**config.mk**
```make
export PLATFORM = sky130hd
export DESIGN_NAME = seven_bit_uart_mailbox_deframer
export DESIGN_NICKNAME = d
export VERILOG_FILES = /design/src/design/sumd_pkg.sv /design/src/design/sumd_ctrl.sv /design/src/design/sumd_datapath.sv /design/src/design/seven_bit_uart_mailbox_deframer.sv
export SDC_FILE = /design/constraint.sdc
export NUM_CORES = 1
export LEC_CHECK = 0
export BUFFER_PORTS_ARGS = -buffer_cell sky130_fd_sc_hd__buf_4
export CAP_MARGIN = 5
export CORE_AREA = 2 2 157 159
export DETAILED_ROUTE_END_ITERATION = 8
export DIE_AREA = 0 0 159 161
export GPL_TIMING_DRIVEN = 0
export PLACE_DENSITY = 0.8
export SETUP_SLACK_MARGIN = 0.5
export SYNTH_ARGS = -nofsm -noshare
export SYNTH_HDL_FRONTEND = slang
export SYNTH_SLANG_ARGS = --single-unit
```
**constraint.sdc**
```tcl
create_clock -name i_clk -period 10.85 [get_ports i_clk]
set_input_delay 2.17 -clock i_clk [delete_from_list [all_inputs] [get_ports i_clk]]
set_output_delay 2.17 -clock i_clk [all_outputs]
set_load 0.005 [all_outputs]
```
**src/design/sumd_pkg.sv**
```systemverilog
package sumd_pkg;

    localparam int unsigned BUFFER_BYTES  = 14;
    localparam int unsigned MAILBOX_COUNT = 8;
    localparam int unsigned TABLE_BITS    = 40;
    localparam int unsigned SIZE_BITS     = 5;

    localparam logic [7:0] HDR_FLAG     = 8'h80;
    localparam logic [7:0] MBOX_MASK    = 8'h70;
    localparam logic [7:0] LEN_MASK     = 8'h0F;
    localparam logic [7:0] PAYLOAD_MASK = 8'h7F;
    localparam logic [7:0] BYTE_MASK    = 8'hFF;
    localparam logic [3:0] LEN_CODE_LIM = 4'd13;   // length code 13 means 14 bytes: too long

    // Controller to datapath
    typedef struct packed {
        logic hdr_load;     // accepted header: latch mailbox/length, clear buffer
        logic pkt_take;     // accepted data packet: pack bits, fold into XOR
        logic emit_start;   // good checksum: arm the drain
        logic emit_step;    // move the next decoded byte into the output register
    } t_cmd;

    // Datapath to controller
    typedef struct packed {
        logic byte_hi;      // bit 7 of the incoming byte
        logic hdr_ok;       // header with an accepted length
        logic pkt_last;     // this packet completes the message
        logic csum_emit;    // checksum matches and at least one byte to deliver
        logic emit_last;    // byte being moved out is the last one
        logic out_free;     // output register can take a byte this cycle
    } t_status;

    // Packet count for a message: ceil(8*len/7), len = code + 1
    function automatic logic [3:0] f_packets(input logic [3:0] code);
        logic [3:0] n;
        case (code)
            4'd0:    n = 4'd2;
            4'd1:    n = 4'd3;
            4'd2:    n = 4'd4;
            4'd3:    n = 4'd5;
            4'd4:    n = 4'd6;
            4'd5:    n = 4'd7;
            4'd6:    n = 4'd8;
            4'd7:    n = 4'd10;
            4'd8:    n = 4'd11;
            4'd9:    n = 4'd12;
            4'd10:   n = 4'd13;
            4'd11:   n = 4'd14;
            4'd12:   n = 4'd15;
            default: n = 4'd0;
        endcase
        return n;
    endfunction

    // p mod 7 for a 4-bit packet count
    function automatic logic [2:0] f_mod7(input logic [3:0] p);
        logic [3:0] m;
        if (p < 4'd7) begin
            m = p;
        end else if (p < 4'd14) begin
            m = p - 4'd7;
        end else begin
            m = p - 4'd14;
        end
        return m[2:0];
    endfunction

    // p div 7 for a 4-bit packet count
    function automatic logic [1:0] f_div7(input logic [3:0] p);
        logic [1:0] q;
        if (p < 4'd7) begin
            q = 2'd0;
        end else if (p < 4'd14) begin
            q = 2'd1;
        end else begin
            q = 2'd2;
        end
        return q;
    endfunction

endpackage

```
**src/design/sumd_ctrl.sv**
```systemverilog
module sumd_ctrl
    import sumd_pkg::*;
(
    input  logic    i_clk,
    input  logic    i_rst_n,
    input  logic    i_rx_valid,
    output logic    o_rx_ready,
    input  t_status i_status,
    output t_cmd    o_cmd
);

    typedef enum logic [3:0] {
        S_HUNT = 4'b0001,
        S_DATA = 4'b0010,
        S_CSUM = 4'b0100,
        S_EMIT = 4'b1000
    } t_state;

    t_state r_state;
    t_state n_state;
    logic   w_take;

    assign o_rx_ready = (r_state != S_EMIT);
    assign w_take     = i_rx_valid && o_rx_ready;

    always_comb begin
        n_state = r_state;
        o_cmd   = '0;
        unique case (r_state)
            S_HUNT: begin
                if (w_take && i_status.hdr_ok) begin
                    o_cmd.hdr_load = 1'b1;
                    n_state        = S_DATA;
                end
            end
            S_DATA: begin
                if (w_take) begin
                    if (i_status.byte_hi) begin
                        n_state = S_HUNT;
                    end else begin
                        o_cmd.pkt_take = 1'b1;
                        if (i_status.pkt_last) begin
                            n_state = S_CSUM;
                        end
                    end
                end
            end
            S_CSUM: begin
                if (w_take) begin
                    if (i_status.csum_emit) begin
                        o_cmd.emit_start = 1'b1;
                        n_state          = S_EMIT;
                    end else begin
                        n_state = S_HUNT;
                    end
                end
            end
            S_EMIT: begin
                if (i_status.out_free) begin
                    o_cmd.emit_step = 1'b1;
                    if (i_status.emit_last) begin
                        n_state = S_HUNT;
                    end
                end
            end
            default: begin
                n_state = S_HUNT;
            end
        endcase
    end

    always_ff @(posedge i_clk) begin
        if (!i_rst_n) begin
            r_state <= S_HUNT;
        end else begin
            r_state <= n_state;
        end
    end

endmodule

```
**src/design/sumd_datapath.sv**
```systemverilog
module sumd_datapath
    import sumd_pkg::*;
#(
    parameter int unsigned MAX_MSG_BYTES = 16
) (
    input  logic                  i_clk,
    input  logic                  i_rst_n,
    input  logic                  i_cfg_we,
    input  logic [TABLE_BITS-1:0] i_cfg_data,
    input  logic [7:0]            i_rx_byte,
    input  t_cmd                  i_cmd,
    output t_status               o_status,
    output logic                  o_out_valid,
    input  logic                  i_out_ready,
    output logic [2:0]            o_mailbox_select,
    output logic [3:0]            o_byte_index,
    output logic [7:0]            o_data_byte,
    output logic                  o_last_byte
);

    localparam logic [SIZE_BITS-1:0] SIZE_CAP = SIZE_BITS'(MAX_MSG_BYTES);

    logic [TABLE_BITS-1:0] r_table;
    logic [2:0]            r_mbox;
    logic [3:0]            r_len;
    logic [3:0]            r_pkt_exp;
    logic [3:0]            r_pkt_seen;
    logic [6:0]            r_xor;
    logic [7:0]            r_buf [BUFFER_BYTES];
    logic [3:0]            r_emit_idx;
    logic [3:0]            r_emit_cnt;
    logic                  r_out_valid;
    logic [2:0]            r_out_mbox;
    logic [3:0]            r_out_idx;
    logic [7:0]            r_out_data;
    logic                  r_out_last;

    logic [3:0]           w_len_code;
    logic [4:0]           w_seen_inc;
    logic [2:0]           w_r;
    logic [1:0]           w_q;
    logic [2:0]           w_rsh;
    logic [7:0]           w_newb;
    logic [7:0]           w_remb;
    logic [3:0]           w_idx_new;
    logic [3:0]           w_idx_rem;
    logic                 w_rem_en;
    logic [5:0]           w_base;
    logic [SIZE_BITS-1:0] w_sz_raw;
    logic [SIZE_BITS-1:0] w_sz;
    logic [3:0]           w_n;
    logic                 w_csum_ok;

    assign w_len_code = i_rx_byte[3:0];

    // Packing: packet p lands with its low bits shifted into byte p - p/7,
    // the bits that spill over go to the low end of the byte before.
    assign w_r       = f_mod7(r_pkt_seen);
    assign w_q       = f_div7(r_pkt_seen);
    assign w_rsh     = 3'd7 - w_r;
    assign w_newb    = 8'(((i_rx_byte & (PAYLOAD_MASK >> w_r)) << (4'd1 + 4'(w_r))) & BYTE_MASK);
    assign w_remb    = (i_rx_byte & (PAYLOAD_MASK & (BYTE_MASK << w_rsh))) >> w_rsh;
    assign w_idx_new = r_pkt_seen - 4'(w_q);
    assign w_idx_rem = r_pkt_seen - 4'd1 - 4'(w_q);
    assign w_rem_en  = (w_r != 3'd0) && (r_pkt_seen != 4'd0);
    assign w_seen_inc = {1'b0, r_pkt_seen} + 5'd1;

    // Mailbox size, clamped, and delivered byte count
    assign w_base   = 6'(r_mbox) * 6'd5;
    assign w_sz_raw = r_table[w_base +: SIZE_BITS];
    assign w_sz     = (w_sz_raw > SIZE_CAP) ? SIZE_CAP : w_sz_raw;
    assign w_n      = (w_sz < {1'b0, r_len}) ? w_sz[3:0] : r_len;
    assign w_csum_ok = (i_rx_byte == {1'b0, r_xor});

    assign o_status.byte_hi   = i_rx_byte[7];
    assign o_status.hdr_ok    = ((i_rx_byte & HDR_FLAG) != 8'd0) && (w_len_code < LEN_CODE_LIM);
    assign o_status.pkt_last  = (w_seen_inc[3:0] >= r_pkt_exp);
    assign o_status.csum_emit = w_csum_ok && (w_n != 4'd0);
    assign o_status.emit_last = ((r_emit_idx + 4'd1) == r_emit_cnt);
    assign o_status.out_free  = !r_out_valid || i_out_ready;

    always_ff @(posedge i_clk) begin
        if (!i_rst_n) begin
            r_table    <= '0;
            r_mbox     <= '0;
            r_len      <= '0;
            r_pkt_exp  <= '0;
            r_pkt_seen <= '0;
            r_xor      <= '0;
            r_out_valid <= 1'b0;
        end else begin
            if (i_cfg_we) begin
                r_table <= i_cfg_data;
            end
            if (i_cmd.hdr_load) begin
                r_mbox     <= 3'((i_rx_byte & MBOX_MASK) >> 4);
                r_len      <= w_len_code + 4'd1;
                r_pkt_exp  <= f_packets(w_len_code);
                r_pkt_seen <= '0;
                r_xor      <= '0;
            end else if (i_cmd.pkt_take) begin
                r_pkt_seen <= w_seen_inc[3:0];
                r_xor      <= r_xor ^ i_rx_byte[6:0];
            end
            if (i_cmd.emit_step) begin
                r_out_valid <= 1'b1;
            end else if (i_out_ready) begin
                r_out_valid <= 1'b0;
            end
        end
    end

    // Assembly buffer: cleared at a header, OR-ed into per packet
    always_ff @(posedge i_clk) begin
        for (int i = 0; i < BUFFER_BYTES; i++) begin
            if (i_cmd.hdr_load) begin
                r_buf[i] <= '0;
            end else if (i_cmd.pkt_take) begin
                r_buf[i] <= r_buf[i]
                          | ((w_idx_new == 4'(i)) ? w_newb : 8'd0)
                          | ((w_rem_en && (w_idx_rem == 4'(i))) ? w_remb : 8'd0);
            end
        end
    end

    // Drain counter and output register
    always_ff @(posedge i_clk) begin
        if (i_cmd.emit_start) begin
            r_emit_idx <= '0;
            r_emit_cnt <= w_n;
        end else if (i_cmd.emit_step) begin
            r_emit_idx <= r_emit_idx + 4'd1;
        end
        if (i_cmd.emit_step) begin
            r_out_mbox <= r_mbox;
            r_out_idx  <= r_emit_idx;
            r_out_data <= r_buf[r_emit_idx];
            r_out_last <= o_status.emit_last;
        end
    end

    assign o_out_valid      = r_out_valid;
    assign o_mailbox_select = r_out_mbox;
    assign o_byte_index     = r_out_idx;
    assign o_data_byte      = r_out_data;
    assign o_last_byte      = r_out_last;

endmodule

```
**src/design/seven_bit_uart_mailbox_deframer.sv**
```systemverilog
// Seven-bit UART mailbox deframer. Feed it received UART bytes on the rx
// channel. A header byte (bit 7 set) names a mailbox (bits 6:4) and a length
// minus one (bits 3:0); lengths of 14 bytes or more are dropped. The data
// packets that follow carry 7 bits each, packed MSB first into a 14-byte
// buffer, and a checksum byte closes the message. If the checksum equals the
// XOR of the packets, min(length, mailbox size) bytes come out on the output
// channel, one request per byte, tagged with mailbox and position, the last
// one flagged. A bad checksum or a header byte in mid-message drops the
// message silently. Mailbox sizes live in one 40-bit register, 5 bits per
// mailbox (mailbox n at bits 5n+4:5n), clamped to MAX_MSG_BYTES; write it
// only while the block is idle. Received bytes are taken whenever the block is
// not draining. A good checksum starts a drain of up to 13 bytes, one per cycle
// while the single output register is free; rx ready is low until the drain
// ends. The last byte may still sit in the output register while the next
// header is taken.
module seven_bit_uart_mailbox_deframer
    import sumd_pkg::*;
#(
    parameter int unsigned MAX_MSG_BYTES = 16
) (
    input  logic                  i_clk,
    input  logic                  i_rst_n,
    // size table write
    input  logic                  i_cfg_valid,
    output logic                  o_cfg_ready,
    input  logic [TABLE_BITS-1:0] i_cfg_data,
    // received bytes
    input  logic                  i_rx_valid,
    output logic                  o_rx_ready,
    input  logic [7:0]            i_rx_byte,
    // decoded bytes
    output logic                  o_out_valid,
    input  logic                  i_out_ready,
    output logic [2:0]            o_mailbox_select,
    output logic [3:0]            o_byte_index,
    output logic [7:0]            o_data_byte,
    output logic                  o_last_byte
);

    t_cmd    w_cmd;
    t_status w_status;

    // Table writes are always taken
    assign o_cfg_ready = 1'b1;

    // Framing state machine: hunt, data, checksum, drain
    sumd_ctrl u_ctrl (
        .i_clk      (i_clk),
        .i_rst_n    (i_rst_n),
        .i_rx_valid (i_rx_valid),
        .o_rx_ready (o_rx_ready),
        .i_status   (w_status),
        .o_cmd      (w_cmd)
    );

    // Size table, counters, XOR, packing buffer and output register
    sumd_datapath #(
        .MAX_MSG_BYTES (MAX_MSG_BYTES)
    ) u_datapath (
        .i_clk            (i_clk),
        .i_rst_n          (i_rst_n),
        .i_cfg_we         (i_cfg_valid && o_cfg_ready),
        .i_cfg_data       (i_cfg_data),
        .i_rx_byte        (i_rx_byte),
        .i_cmd            (w_cmd),
        .o_status         (w_status),
        .o_out_valid      (o_out_valid),
        .i_out_ready      (i_out_ready),
        .o_mailbox_select (o_mailbox_select),
        .o_byte_index     (o_byte_index),
        .o_data_byte      (o_data_byte),
        .o_last_byte      (o_last_byte)
    );

endmodule

```
---- After elaboration in Yosys (flattened, before gate mapping) ----
Memory sizes are Yosys's and may differ from the RTL's. A register that Yosys moved wholly into a read port is not among the register bits.
Index checks and enable logic that the tools add are counted.
storage, ports and cells
  input bits .............................. 53
  memories kept ........................... 2
  bits in read-only memories .............. 64
  RAM bits ................................ 112
  flip-flop bits (word level) ............. 79
  word-level logic and storage cells ...... 225
memories
  name              depth  width  read ports  clocked after Yosys merged registers in  write ports  RTL line             RTL
  u_datapath.r_buf  14     8      15          1                                        14           sumd_datapath.sv:29  logic [7:0] r_buf [BUFFER_BYTES];
  (no name shown)   16     4      1           1                                        0            sumd_pkg.sv:36       case (code)
cells by class
  shifts and indexed selects .............. 5
  order comparisons ....................... 6
  reductions and logical operators ........ 30
  mux-type cells .......................... 74
  multiply operators ...................... 1
  equal/unequal tests ..................... 39
  bitwise operators ....................... 46
  add/subtract/negate cells ............... 10
operator list
  kind                                                   number
  two-way mux 8 bit                                      42
  bitwise OR 8 bit                                       28
  equality test 4 bit, second input constant             13
  variable part select 40 x 7 -> 5 bit                   1
  equality test 4 x 3 -> 1 bit, second input constant    9
  two-way mux 4 bit                                      9
  equality test 4 x 2 -> 1 bit, second input constant    5
  logical AND 1 bit                                      19
  two-way mux 1 bit                                      17
  one-hot mux 4 bit (4 select lines)                     1
  bitwise OR 1 bit                                       14
  adder 4 x 1 -> 4 bit, second input constant            3
  equality test 4 x 1 -> 1 bit, second input constant    3
  inequality test 2 x 1 -> 1 bit, second input constant  5
  AND 8 x 7 -> 8 bit                                     1
  AND 8 bit                                              1
  equality test 8 x 7 -> 1 bit                           1
  logical NOT 4 bit                                      2
  less-than comparator 4 bit, second input constant      2
  nonzero test 4 bit                                     2
  << shifter 8 x 3 -> 7 bit, first input constant        1
  << shifter 8 x 4 -> 8 bit                              1
  right shift 7 x 3 -> 8 bit, first input constant       1
  right shift 8 x 3 -> 8 bit                             1
  24 further kinds                                       29

---- Depth between registers and ports, before layout ----
Gate-level depths: netlist (run 1).
  word-level depth ........................ 11
  gate-level depth with buffers ........... 16
  gate-level depth less buffers ........... 14

---- Hierarchy ----
From an unflattened synthesis (run 1), not the netlist that was laid out.
unflattened totals
  cells, all modules ...................... 1041
  area, all modules ....................... 11644.9 µm²
by module, submodules not included
  module                           instances  area an instance (µm²)  cells each
  sumd_datapath                    1          11297.1                 998
  sumd_ctrl                        1          336.6                   41
  seven_bit_uart_mailbox_deframer  1          11.3                    2

---- Worst setup path after synthesis (run 1) ----
No wires, ideal clock.
  kind .................................... input to register
  start ................................... in i_rx_byte[0]
  end ..................................... mem u_datapath.r_buf[0][0], enable pin
  data arrival time ....................... 10652 ps
  path slack .............................. -540 ps
  setup time .............................. 738 ps
  path buffers ............................ 1
  stages on the path ...................... 5
  cells stage by stage .................... clkbuf_1 > inv_1 > ha_1 > o2111ai_1 > o21ai_0
RTL lines
  what                RTL line                               RTL
  start: declaration  seven_bit_uart_mailbox_deframer.sv:30  input logic [7:0] i_rx_byte,
  end: declaration    sumd_datapath.sv:29

==> qor.yml, run 1 <==
post-cts-setup-buffers: 0
vdd_drop_max_mv: 0.124
synth_top_area_frac: 0.338
cp-end-kind: "register"
synth-seq-area-share: 0.460
final_common_cell: "edfxtp_1"
syn-instance-count: 1090
htree_levels: 1
post_cts_resized: 0
finalSetupViolCount: 0
crit_cells: 15
drive_gt1_frac: 0.167
power.density_nw_per_um2: 162
mostFrequentLayoutCells: "edfxtp_1 (132), nor2_1 (99), buf_4 (72), o22ai_1 (72), dfxtp_1 (71)"
dieHeight_um: 161
avgRoutedWirePerCell_um: 20.9
dieArea_um2: 25600
skew_ns: 0.0136
reg2reg_depth: 15
drt-vias-per-instance: 6.33
gp_congestion: 0.935
rsz0062_at_grt: "false"
cp-start-kind: "register"
nets: 1268
initialDrtViolationCount: 1214
initial_core_util: 0.489
clk_latency_ns: 0.52
finalWirelength_um: 32000
fin_crit_sh: 0.428
dieWidth_um: 159
fin_area_um2: 13500
core_um2: 24000
finalHoldViolations: 0
synth_edf_count: 132
area_delta_synth_final_pct: 15.6
yosys-top-cells-area: "edfxtp_1 (34%), dfxtp_1 (12%), mux4_2 (6.5%), mux2i_1 (4.5%), o22ai_1 (3.8%)"
drt.antenna.violating_nets: 0
grt_usage: 0.245
cap_violations: 0
slowest_delay_ns: 0.59
tritoncts: "built"
synth_top_area_cell: "edfxtp_1"
mappedNetlistArea_um2: 11700
fin_cells: 1528
grt_antenna_before_repair: 0
max_slew_margin: 0.220
clkTransAtPathRegs_ns: 0.06
setup_tns_ns: 0
numCtsBuffers: 23
yosysUniqueCellTypes: 81
holdWs_ns: 0.432
clock_sinks: 203
root_buffer: "clkbuf_16"
crit_path_frequent_cell: "ha_1"
io_buffers: 66
slowest_stage: "a21oi_1"
synth_warnings: 0
grt_pass1_wl_um: 50700
ios: 72
finalCriticalPeriod_ns: 4.64
overflow: 0
antenna_cells: 0
synthFlopType: "edfxtp_1"
ys_ff_latch: 203
vias: 9667
crit_buf_inv: 4
p_leak_uw: 0.00478
ys_async_sr_fraction: 0
crit_arrival_ns: 4.92
grt_max_degree: 30
path_delay_family: "compound AO/OA/AOI/OAI gates"
hp-class: "reg2reg"
syn_avg_cell_area_um2: 10.8
syn_nets: 1171
rows: 57
first_global_vias: 9540
dp_cells: 1485
fillers: 2017
remaining_drc_errors: 0
r2r_setup_slack_ns: 6.21
cts.path.max_buffers: 3
whs_path_depth: 0
fmax_mhz: 215
postCtsHoldBufs: 0
critPathRequiredTime_ns: 11.12
drt_first_pass_iters: 8
worstSetupPathType: "reg2reg"
worstPathMaxFanout: 11
dp_hpwl_um: 23700
drv_slew: 0
max_slew.worst_pin.slew_ns: 1.17
status: "complete, no violations"
placed_area_um2: 12800
path_cells: "ha_1 > clkbuf_2 > a21o_1 > a21oi_1 > nor2_2 > buf_2 > ha_1 > ha_1 > buf_1 > a41oi_2 > nand2b_1 > o32a_1 > clkbuf_1 > o22ai_1 > o21a_1"
-- state kept, by name (all words and copies together) (netlist names) --
| name | flops |
|---|---|
| u_ctrl.r_state | 4 |
| u_datapath.o_byte_index | 4 |
| u_datapath.o_data_byte | 8 |
| u_datapath.o_last_byte | 1 |
| u_datapath.o_mailbox_select | 3 |
| u_datapath.o_out_valid | 1 |
| u_datapath.r_buf | 112 |
| u_datapath.r_emit_cnt | 4 |
| u_datapath.r_emit_idx | 4 |
| u_datapath.r_len | 4 |
| u_datapath.r_mbox | 3 |
| u_datapath.r_pkt_exp | 4 |
| u_datapath.r_pkt_seen | 4 |
| u_datapath.r_table | 40 |
| u_datapath.r_xor | 7 |
-- cell type report --
type | count | area (um^2) | area share
multi-input combinational | 779 | 5890 | 0.434
sequential | 203 | 5390 | 0.398
clock buffer | 31 | 656 | 0.0484
timing repair buffer | 72 | 633 | 0.0467
tap | 324 | 405 | 0.0299
buffer | 83 | 365 | 0.0270
clock inverter | 11 | 123 | 0.00905
inverter | 25 | 93.8 | 0.00693
-- cell usage after synthesis (23+ instances only) --
library cell  number
dfxtp_1           71
a21oi_1           70
nand2_1           64
nor2_1            99
o22ai_1           72
nor3_1            35
mux4_2            34
mux2i_1           53
clkbuf_1          57
inv_1             23
nor2b_1           55
edfxtp_1         132
ha_1              26
-- cells by family (layout without fill, tap and decap cells) --
| kind of cell | after synthesis | count (layout) | share of synthesized area |
|---|---|---|---|
| AOI/OAI and AO/OA | 271 | 271 | 0.160 |
| xor gates and xnor gates | 32 | 32 | 0.0239 |
| adders and majority gates | 28 | 28 | 0.0312 |
| buffers and inverters | 108 | 222 | 0.0392 |
| DFF | 203 | 203 | 0.460 |
| muxes | 111 | 111 | 0.144 |
| other | 1 | 1 | 0.000320 |
| and+or+nand+nor | 336 | 336 | 0.142 |
-- per-stage QoR --
| step | worst slack (ns) | total power [uW] | utilization |
|---|---|---|---|
| floorplan | 2.48 | 1270 | - |
| detailed placement | 6.00 | 1410 | 0.532 |
| global placement | 0.106 | 1390 | 0.527 |
| CTS | 6.32 | 2190 | 0.565 |
| finish | 6.21 | 2200 | 0.565 |
| global route | 5.90 | 2260 | 0.565 |
-- worst paths after layout --
path,start,to
max,u_datapath.r_pkt_seen[1],u_datapath.r_buf[6][2]
min,u_datapath.r_mbox[2],u_datapath.o_mailbox_select[2]
max reg2reg,u_datapath.r_pkt_seen[1],u_datapath.r_buf[6][2]
min reg2reg,u_datapath.r_mbox[2],u_datapath.o_mailbox_select[2]
-- where the power goes --
group	switching, uW	total [uW]	leakage, uW	internal, uW
combinational	240	469	0.00256	229
sequential	34.6	932	0.00183	897
clock	321	795	0.000386	475
-- routing by layer --
layer | up-vias | track usage | share of wire | wire (um)
met3 | 108 | 0.0360 | 0.092 | 2950
li1 | 4363 | - | - | -
met4 | 0 | 0.100 | 0.037 | 1200
met2 | 592 | 0.390 | 0.46 | 14600
met5 | - | 0 | 0 | 0
met1 | 4604 | 0.340 | 0.41 | 13200
Power figures use the tool's default switching activity.
==> inputs of run 2 (changes only) <==
==> constraint.sdc (replaced) <==
create_clock -name i_clk -period 3.89 [get_ports i_clk]
set_input_delay 0.778 -clock i_clk [delete_from_list [all_inputs] [get_ports i_clk]]
set_output_delay 0.778 -clock i_clk [all_outputs]
set_load 0.005 [all_outputs]
==> qor.yml, run 2 (synthesis gave the netlist of run 1 again) <==
status: "complete, no violations"  # unchanged
power.density_nw_per_um2: 406  # was 162 nW/um^2
grt_antenna_before_repair: 0  # unchanged
reg2reg_from: "u_datapath.r_mbox[2]"  # was u_datapath.r_pkt_seen[1]
remaining_drc_errors: 0  # unchanged
htree_levels: 1  # unchanged
reg2reg_depth: 15  # unchanged
vias: 10400  # was 9667
overflow: 0  # unchanged
cts.path.max_buffers: 3  # unchanged
fmax_mhz: 294  # was 215 MHz
root_buffer: "clkbuf_16"  # unchanged
finalHoldViolations: 0  # unchanged
nets: 1336  # was 1268
grt_pass1_wl_um: 53700  # was 50700 um
avgRoutedWirePerCell_um: 22.2  # was 20.9 um
mostFrequentLayoutCells: "edfxtp_1 (132), buf_4 (129), nor2_1 (88)"  # was edfxtp_1 (132), nor2_1 (99), buf_4 (72), o22ai_1 (72), dfxtp_1 (71)
grt_max_degree: 30  # unchanged
postCtsHoldBufs: 0  # unchanged
drt_first_pass_iters: 6  # was 8
crit_arrival_ns: 3.63  # was 4.92 ns
rsz0062_at_grt: "true"  # was false
final_common_cell: "edfxtp_1"  # unchanged
drive_gt1_frac: 0.309  # was 0.167
combPwrFrac: 0.242  # was 0.213
r2r_end: "u_datapath.r_emit_cnt[2]"  # was u_datapath.r_buf[6][2]
worst_slack_ns: 0.487  # was 6.21 ns
r2r_setup_slack_ns: 0.49  # was 6.21 ns
cp-end-kind: "register"  # unchanged
dieArea_um2: 25600  # unchanged
finalWirelength_um: 35400  # was 32000 um
p_int_uw: 4340  # was 1600 uW
initial_core_util: 0.489  # unchanged
max_slew_margin: 0.160  # was 0.220
total_power_uw: 6050  # was 2200 uW
drt.antenna.violating_nets: 0  # unchanged
tritoncts: "built"  # unchanged
critPathRequiredTime_ns: 4.11  # was 11.12 ns
hp-class: "reg2reg"  # unchanged
cp-start-kind: "register"  # unchanged
p_clk_frac: 0.328  # was 0.362
top_register: "u_datapath.r_buf"  # unchanged
finalSetupViolCount: 0  # unchanged
io_buffers: 66  # unchanged
clock_sinks: 203  # unchanged
area_delta_synth_final_pct: 27.1  # was 15.6%
cap_violations: 0  # unchanged
drt-vias-per-instance: 6.49  # was 6.33
worstSetupPathType: "reg2reg"  # unchanged
antenna_cells: 0  # unchanged
p_leak_uw: 0.00532  # was 0.00478 uW
clk_latency_ns: 0.51  # was 0.52 ns
whs_path_depth: 0  # unchanged
fin_crit_sh: 0.875  # was 0.428
drv_slew: 0  # unchanged
core_um2: 24000  # unchanged
rows: 57  # unchanged
grt_usage: 0.260  # was 0.245
skew_ns: 0.00801  # was 0.0136 ns
fillers: 1847  # was 2017
clkTransAtPathRegs_ns: 0.06  # about the same
gp_congestion: 0.936  # was 0.935
setup_tns_ns: 0  # unchanged
vdd_drop_max_mv: 0.300  # was 0.124 mV
initialDrtViolationCount: 1568  # was 1214
numCtsBuffers: 23  # unchanged
hold_end: "u_datapath.o_mailbox_select[2]"  # unchanged
p_sw_frac: 0.283  # was 0.271
dp_hpwl_um: 23600  # was 23700 um
first_global_vias: 10100  # was 9540
p_sw_uw: 1710  # was 595 uW
worstPathMaxFanout: 8  # was 11
dieWidth_um: 159  # unchanged
largest_reg_flops: 112  # unchanged
max_slew.worst_pin.slew_ns: 1.26  # was 1.17 ns
p_seq_frac: 0.430  # was 0.424
finalCriticalPeriod_ns: 3.40  # was 4.64 ns
dieHeight_um: 161  # unchanged
min_from: "u_datapath.r_mbox[2]"  # unchanged
post-place-ws_ns: -0.372  # was 6.00 ns
ios: 72  # unchanged
==> run 2: cell types whose count changed in the layout (fill, tap and decap cells not counted), sizes merged <==
cell      change
buf          +72
clkbuf       -10
clkinv        +5
bufinv        -2
clkinvlp      +2
inv           -2
o21ai         +1
==> run 2: worst max-delay path by stage <==
| stage | start | to | slack [ns] |
|---|---|---|---|
| after floorplan | i_rx_byte[0] | u_datapath.r_buf[0][0] | 0.35 |
| after global placement | i_rx_byte[1] | u_datapath.r_buf[0][6] | -0.62 |
| after detailed placement | u_datapath.r_pkt_seen[1] | u_datapath.r_buf[13][7] | -0.37 |
| after CTS | u_datapath.r_pkt_seen[0] | u_datapath.r_buf[11][2] | 0.48 |
| after global routing | u_datapath.r_mbox[1] | u_datapath.r_emit_cnt[2] | 0.35 |
| final | u_datapath.r_mbox[2] | u_datapath.r_emit_cnt[2] | 0.49 |
==> run 2: layout make-up <==
type | instances | area [um^2] | area share
Buffer | 83 | 520 | 0.0349
Timing Repair Buffer | 139 | 1180 | 0.0795
Inverter | 25 | 109 | 0.00731
Tap cell | 324 | 405 | 0.0272
Sequential cell | 203 | 5400 | 0.362
Multi-Input combinational cell | 780 | 6600 | 0.443
Clock inverter | 14 | 77.6 | 0.00521
Clock buffer | 26 | 597 | 0.0401
==> run 2: timing repair <==
action                     in CTS  in global routing
gates cloned                    2                  4
setup endpoints to repair     159                151
resized for setup             101                118
pin swaps                      14                 32
buffers inserted               43                 21
==> run 2: worst max-delay path: stages, from the launching register on <==
cell and delay [ns]:
dfxtp_2 0.33, clkbuf_8 0.15, buf_12 0.13, buf_4 0.13, mux4_2 0.30, mux2_4 0.32, and2b_2 0.23, ha_4 0.15
a21o_1 0.18, buf_4 0.13, a211o_1 0.28, o21ai_1 0.18, o21ai_0 0.14, nand3b_1 0.12, and4_1 0.20, buf_6 0.14
==> run 2: metrics by stage <==
step           hold slack (ns)  instances  utilization  instance area, um^2
4_1_cts                  0.448       1569        0.594                14200
2_1_floorplan            0.403       1090            -                11800
3_3_place_gp             0.441       1480        0.530                12700
5_1_grt                  0.449       1594        0.622                14900
6_report                 0.460       1594        0.622                14900
3_5_place_dp             0.441       1484        0.534                12800
==> run 2: per-layer routing <==
metal  global-route usage  wire length (um)  up-vias
li1                     -                 -     4502
met1                0.343             13600     4950
met2                0.435             16600      755
met3               0.0419              3580      145
met4               0.0975              1630        0
met5                    0                 0        -
==> run 2: power groups by stage <==
stage,Combinational [uW],Sequential [uW],Clock (uW)
3_5_place_dp,1280,2640,0
4_1_cts,1370,2600,1990
6_report,1460,2600,1980
2_1_floorplan,928,2610,0
3_3_place_gp,1230,2640,0
5_1_grt,1550,2620,2080
==> inputs of run 3 (changes only) <==
--- a/config.mk
+++ b/config.mk
@@ -5,12 +5,13 @@
 export SDC_FILE = /design/constraint.sdc
 export NUM_CORES = 1
 export LEC_CHECK = 0
+export ABC_AREA = 1
 export BUFFER_PORTS_ARGS = -buffer_cell sky130_fd_sc_hd__buf_4
-export CAP_MARGIN = 5
-export CORE_AREA = 2 2 157 159
+export CAP_MARGIN = 20
+export CORE_AREA = 2 2 159 161
 export DETAILED_ROUTE_END_ITERATION = 8
-export DIE_AREA = 0 0 159 161
-export GPL_TIMING_DRIVEN = 0
+export DIE_AREA = 0 0 161 163
+export GPL_TIMING_DRIVEN = 1
 export PLACE_DENSITY = 0.8
 export SETUP_SLACK_MARGIN = 0.5
 export SYNTH_ARGS = -nofsm -noshare
==> qor.yml, run 3 <==
status: "complete, no violations"  # unchanged
cap_violations: 0  # unchanged
finalSetupViolCount: 0  # unchanged
antenna_cells: 0  # unchanged
crit_arrival_ns: 3.40  # was 3.63 ns
clkTransAtPathRegs_ns: 0.06  # about the same
synth_top_area_cell: "edfxtp_1"  # unchanged
clock_sinks: 203  # unchanged
syn_nets: 1664  # was 1171
rsz0062_at_grt: "false"  # was true
clk_latency_ns: 0.51  # about the same
skew_ns: 0.0155  # was 0.00801 ns
yosys-top-cells-area: "edfxtp_1 (33%), dfxtp_1 (12%), a21oi_1 (8.8%), nand2_1 (7.1%), o21ai_0 (6.6%)"  # was edfxtp_1 (34%), dfxtp_1 (12%), mux4_2 (6.5%), mux2i_1 (4.5%), o22ai_1 (3.8%)
postCtsHoldBufs: 0  # unchanged
largest_reg_flops: 112  # unchanged
rows: 58  # was 57
synth_warnings: 0  # unchanged
post-synth-top-count-cell: "nand2_1"  # was edfxtp_1
ios: 72  # unchanged
initial_core_util: 0.488  # was 0.489
worstSetupPathType: "reg2reg"  # unchanged
root_buffer: "clkbuf_16"  # unchanged
p_sw_uw: 2220  # was 1710 uW
critPathRequiredTime_ns: 4.11  # about the same
mostFrequentLayoutCells: "nand2_1 (221), a21oi_1 (211), inv_1 (201)"  # was edfxtp_1 (132), buf_4 (129), nor2_1 (88)
combPwrFrac: 0.279  # was 0.242
tritoncts: "built"  # unchanged
p_seq_frac: 0.403  # was 0.430
synthFlopType: "edfxtp_1"  # unchanged
grt_usage: 0.259  # was 0.260
gp_congestion: 0.959  # was 0.936
dieWidth_um: 161  # was 159 um
post-place-ws_ns: 0.366  # was -0.372 ns
numCtsBuffers: 23  # unchanged
drive_gt1_frac: 0.136  # was 0.309
cp-start-kind: "register"  # unchanged
max_slew.worst_pin.slew_ns: 0.782  # was 1.26 ns
cp-end-kind: "register"  # unchanged
io_buffers: 70  # was 66
syn_avg_cell_area_um2: 7.61  # was 10.8 um^2
synth-seq-area-share: 0.447  # was 0.460
p_leak_uw: 0.00578  # was 0.00532 uW
nets: 1723  # was 1336
synth_edf_count: 132  # unchanged
grt_max_degree: 61  # was 30
fin_crit_sh: 0.817  # was 0.875
grt_antenna_before_repair: 0  # unchanged
worst_slack_ns: 0.711  # was 0.487 ns
ys_async_sr_fraction: 0  # unchanged
core_um2: 24700  # was 24000 um^2
max_slew_margin: 0.478  # was 0.160
vias: 11400  # was 10.4k
htree_levels: 1  # unchanged
finalCriticalPeriod_ns: 3.18  # was 3.40 ns
mappedNetlistArea_um2: 12100  # was 11700 um^2
placed_area_um2: 12900  # was 12800 um^2
ys_ff_latch: 203  # unchanged
fin_area_um2: 13800  # was 14900 um^2
power.density_nw_per_um2: 473  # was 406 nW/um^2
overflow: 0  # unchanged
fmax_mhz: 315  # was 294 MHz
ys_top_cells_by_count: "nand2_1 (227), a21oi_1 (211), inv_1 (205)"  # was edfxtp_1 (132), nor2_1 (99), o22ai_1 (72)
yosysUniqueCellTypes: 47  # was 81
final_common_cell: "nand2_1"  # was edfxtp_1
remaining_drc_errors: 0  # unchanged
worstPathMaxFanout: 9  # was 8
p_sw_frac: 0.340  # was 0.283
p_int_uw: 4320  # was 4340 uW
finalHoldViolations: 0  # unchanged
setup_tns_ns: 0  # unchanged
cts.path.max_buffers: 3  # unchanged
drv_slew: 0  # unchanged
hp-class: "reg2reg"  # unchanged
initialDrtViolationCount: 1487  # was 1568
synth_top_area_frac: 0.329  # was 0.338
avgRoutedWirePerCell_um: 17.5  # was 22.2 um
syn-instance-count: 1583  # was 1090
drt-vias-per-instance: 5.73  # was 6.49
area_delta_synth_final_pct: 14.8  # was 27.1%
dieArea_um2: 26200  # was 25600 um^2
vdd_drop_max_mv: 0.367  # was 0.300 mV
p_clk_frac: 0.318  # was 0.328
top_register: "u_datapath.r_buf"  # unchanged
dp_hpwl_um: 22700  # was 23600 um
first_global_vias: 10700  # was 10.1k
drt.antenna.violating_nets: 0  # unchanged
finalWirelength_um: 34900  # was 35400 um
dieHeight_um: 163  # was 161 um
drt_first_pass_iters: 6  # unchanged
grt_pass1_wl_um: 54800  # was 53700 um
[run 3: cell count changes in the layout (fill, tap and decap cells not counted), moves of 89 or more]
cell / before / now
inv_1: 18 / 201
nand2_1: 60 / 221
o21ai_0: 10 / 157
a21oi_1: 67 / 211
nor2_1: 88 / 182
nand3_1: 19 / 108
[run 3: path summary, 6_finish.rpt]
check / from / end / slack (ns) / cells after the start
worst min-delay path: u_datapath.r_table[15] / u_datapath.r_table[15] / 0.46 / 2
worst min register to register: u_datapath.r_table[15] / u_datapath.r_table[15] / 0.46 / 2
worst max register to register: u_datapath.r_mbox[0] / u_datapath.r_emit_cnt[3] / 0.71 / 20
worst max-delay path: u_datapath.r_mbox[0] / u_datapath.r_emit_cnt[3] / 0.71 / 20
[run 3: kinds of logic (layout without fill, tap and decap cells)]
group                    after synthesis  in the layout  share of synthesized area
adder cells (fa/ha/maj)               28             28                     0.0303
flip-flops                           203            203                      0.447
buffers and inverters                304            379                      0.102
AO/OA/AOI/OAI                        434            434                      0.193
XOR/XNOR                              19             19                     0.0138
other                                  1              1                   0.000311
AND/OR/NAND/NOR                      594            594                      0.214
[run 3: through the flow]
| step | hold WS (ns) | utilization | cells | power [uW] |
|---|---|---|---|---|
| 3_5_place_dp | 0.451 | 0.525 | 1938 | 4400 |
| 3_3_place_gp | 0.441 | 0.525 | 1938 | 4360 |
| 4_1_cts | 0.460 | 0.554 | 1979 | 6480 |
| 5_1_grt | 0.481 | 0.561 | 1988 | 6840 |
| 6_report | 0.459 | 0.561 | 1988 | 6550 |
| 2_1_floorplan | 0.406 | - | 1583 | 3870 |
[run 3: timing repair]
item / in CTS / in global routing
gates resized for setup: 6 / 28
endpoints found under the setup margin: 11 / 116
pin swaps: 0 / 2
buffers inserted: 0 / 9
[run 3: layer usage]
layer  track usage  part of all wire  wire (um)  up-vias
met5             0                 0          0        -
met4         0.130             0.057       2000        0
met3        0.0486              0.10       3580      143
met2         0.414              0.44      15500      631
met1         0.338              0.40      13800     5208
li1              -                 -          -     5406
[run 3: final cells by class]
class / instances / area [um^2]
Clock buffer: 31 / 626
Clock inverter: 10 / 82.6
Fill cell: 2227 / 10800
Inverter: 219 / 845
Multi-Input combinational cell: 1076 / 5520
Sequential cell: 203 / 5390
Tap cell: 330 / 413
Timing Repair Buffer: 119 / 960
[run 3: worst max-delay path, stage by stage (launching register included)]
cell and delay, ns:
dfxtp_2 0.38, clkinvlp_4 0.16, buf_4 0.20, nand2_1 0.07
nand3_1 0.06, nand2_1 0.07, nand2_1 0.05, nand2_1 0.12
inv_1 0.06, a41oi_2 0.22, nor2_1 0.07, ha_1 0.31
a21oi_1 0.17, o21bai_1 0.09, nor2_2 0.20, nand3_1 0.12
nand2_1 0.11, nor2_1 0.05, nand2_1 0.08, nand3_2 0.13
inv_2 0.14
[run 3: power groups by stage]
| stage | registers, uW | logic [uW] | clock network, uW |
|---|---|---|---|
| finish | 2640 | 1830 | 2080 |
| global route | 2650 | 2010 | 2180 |
| CTS | 2630 | 1750 | 2100 |
| detailed placement | 2680 | 1730 | 0 |
| global placement | 2670 | 1690 | 0 |
| floorplan | 2650 | 1220 | 0 |
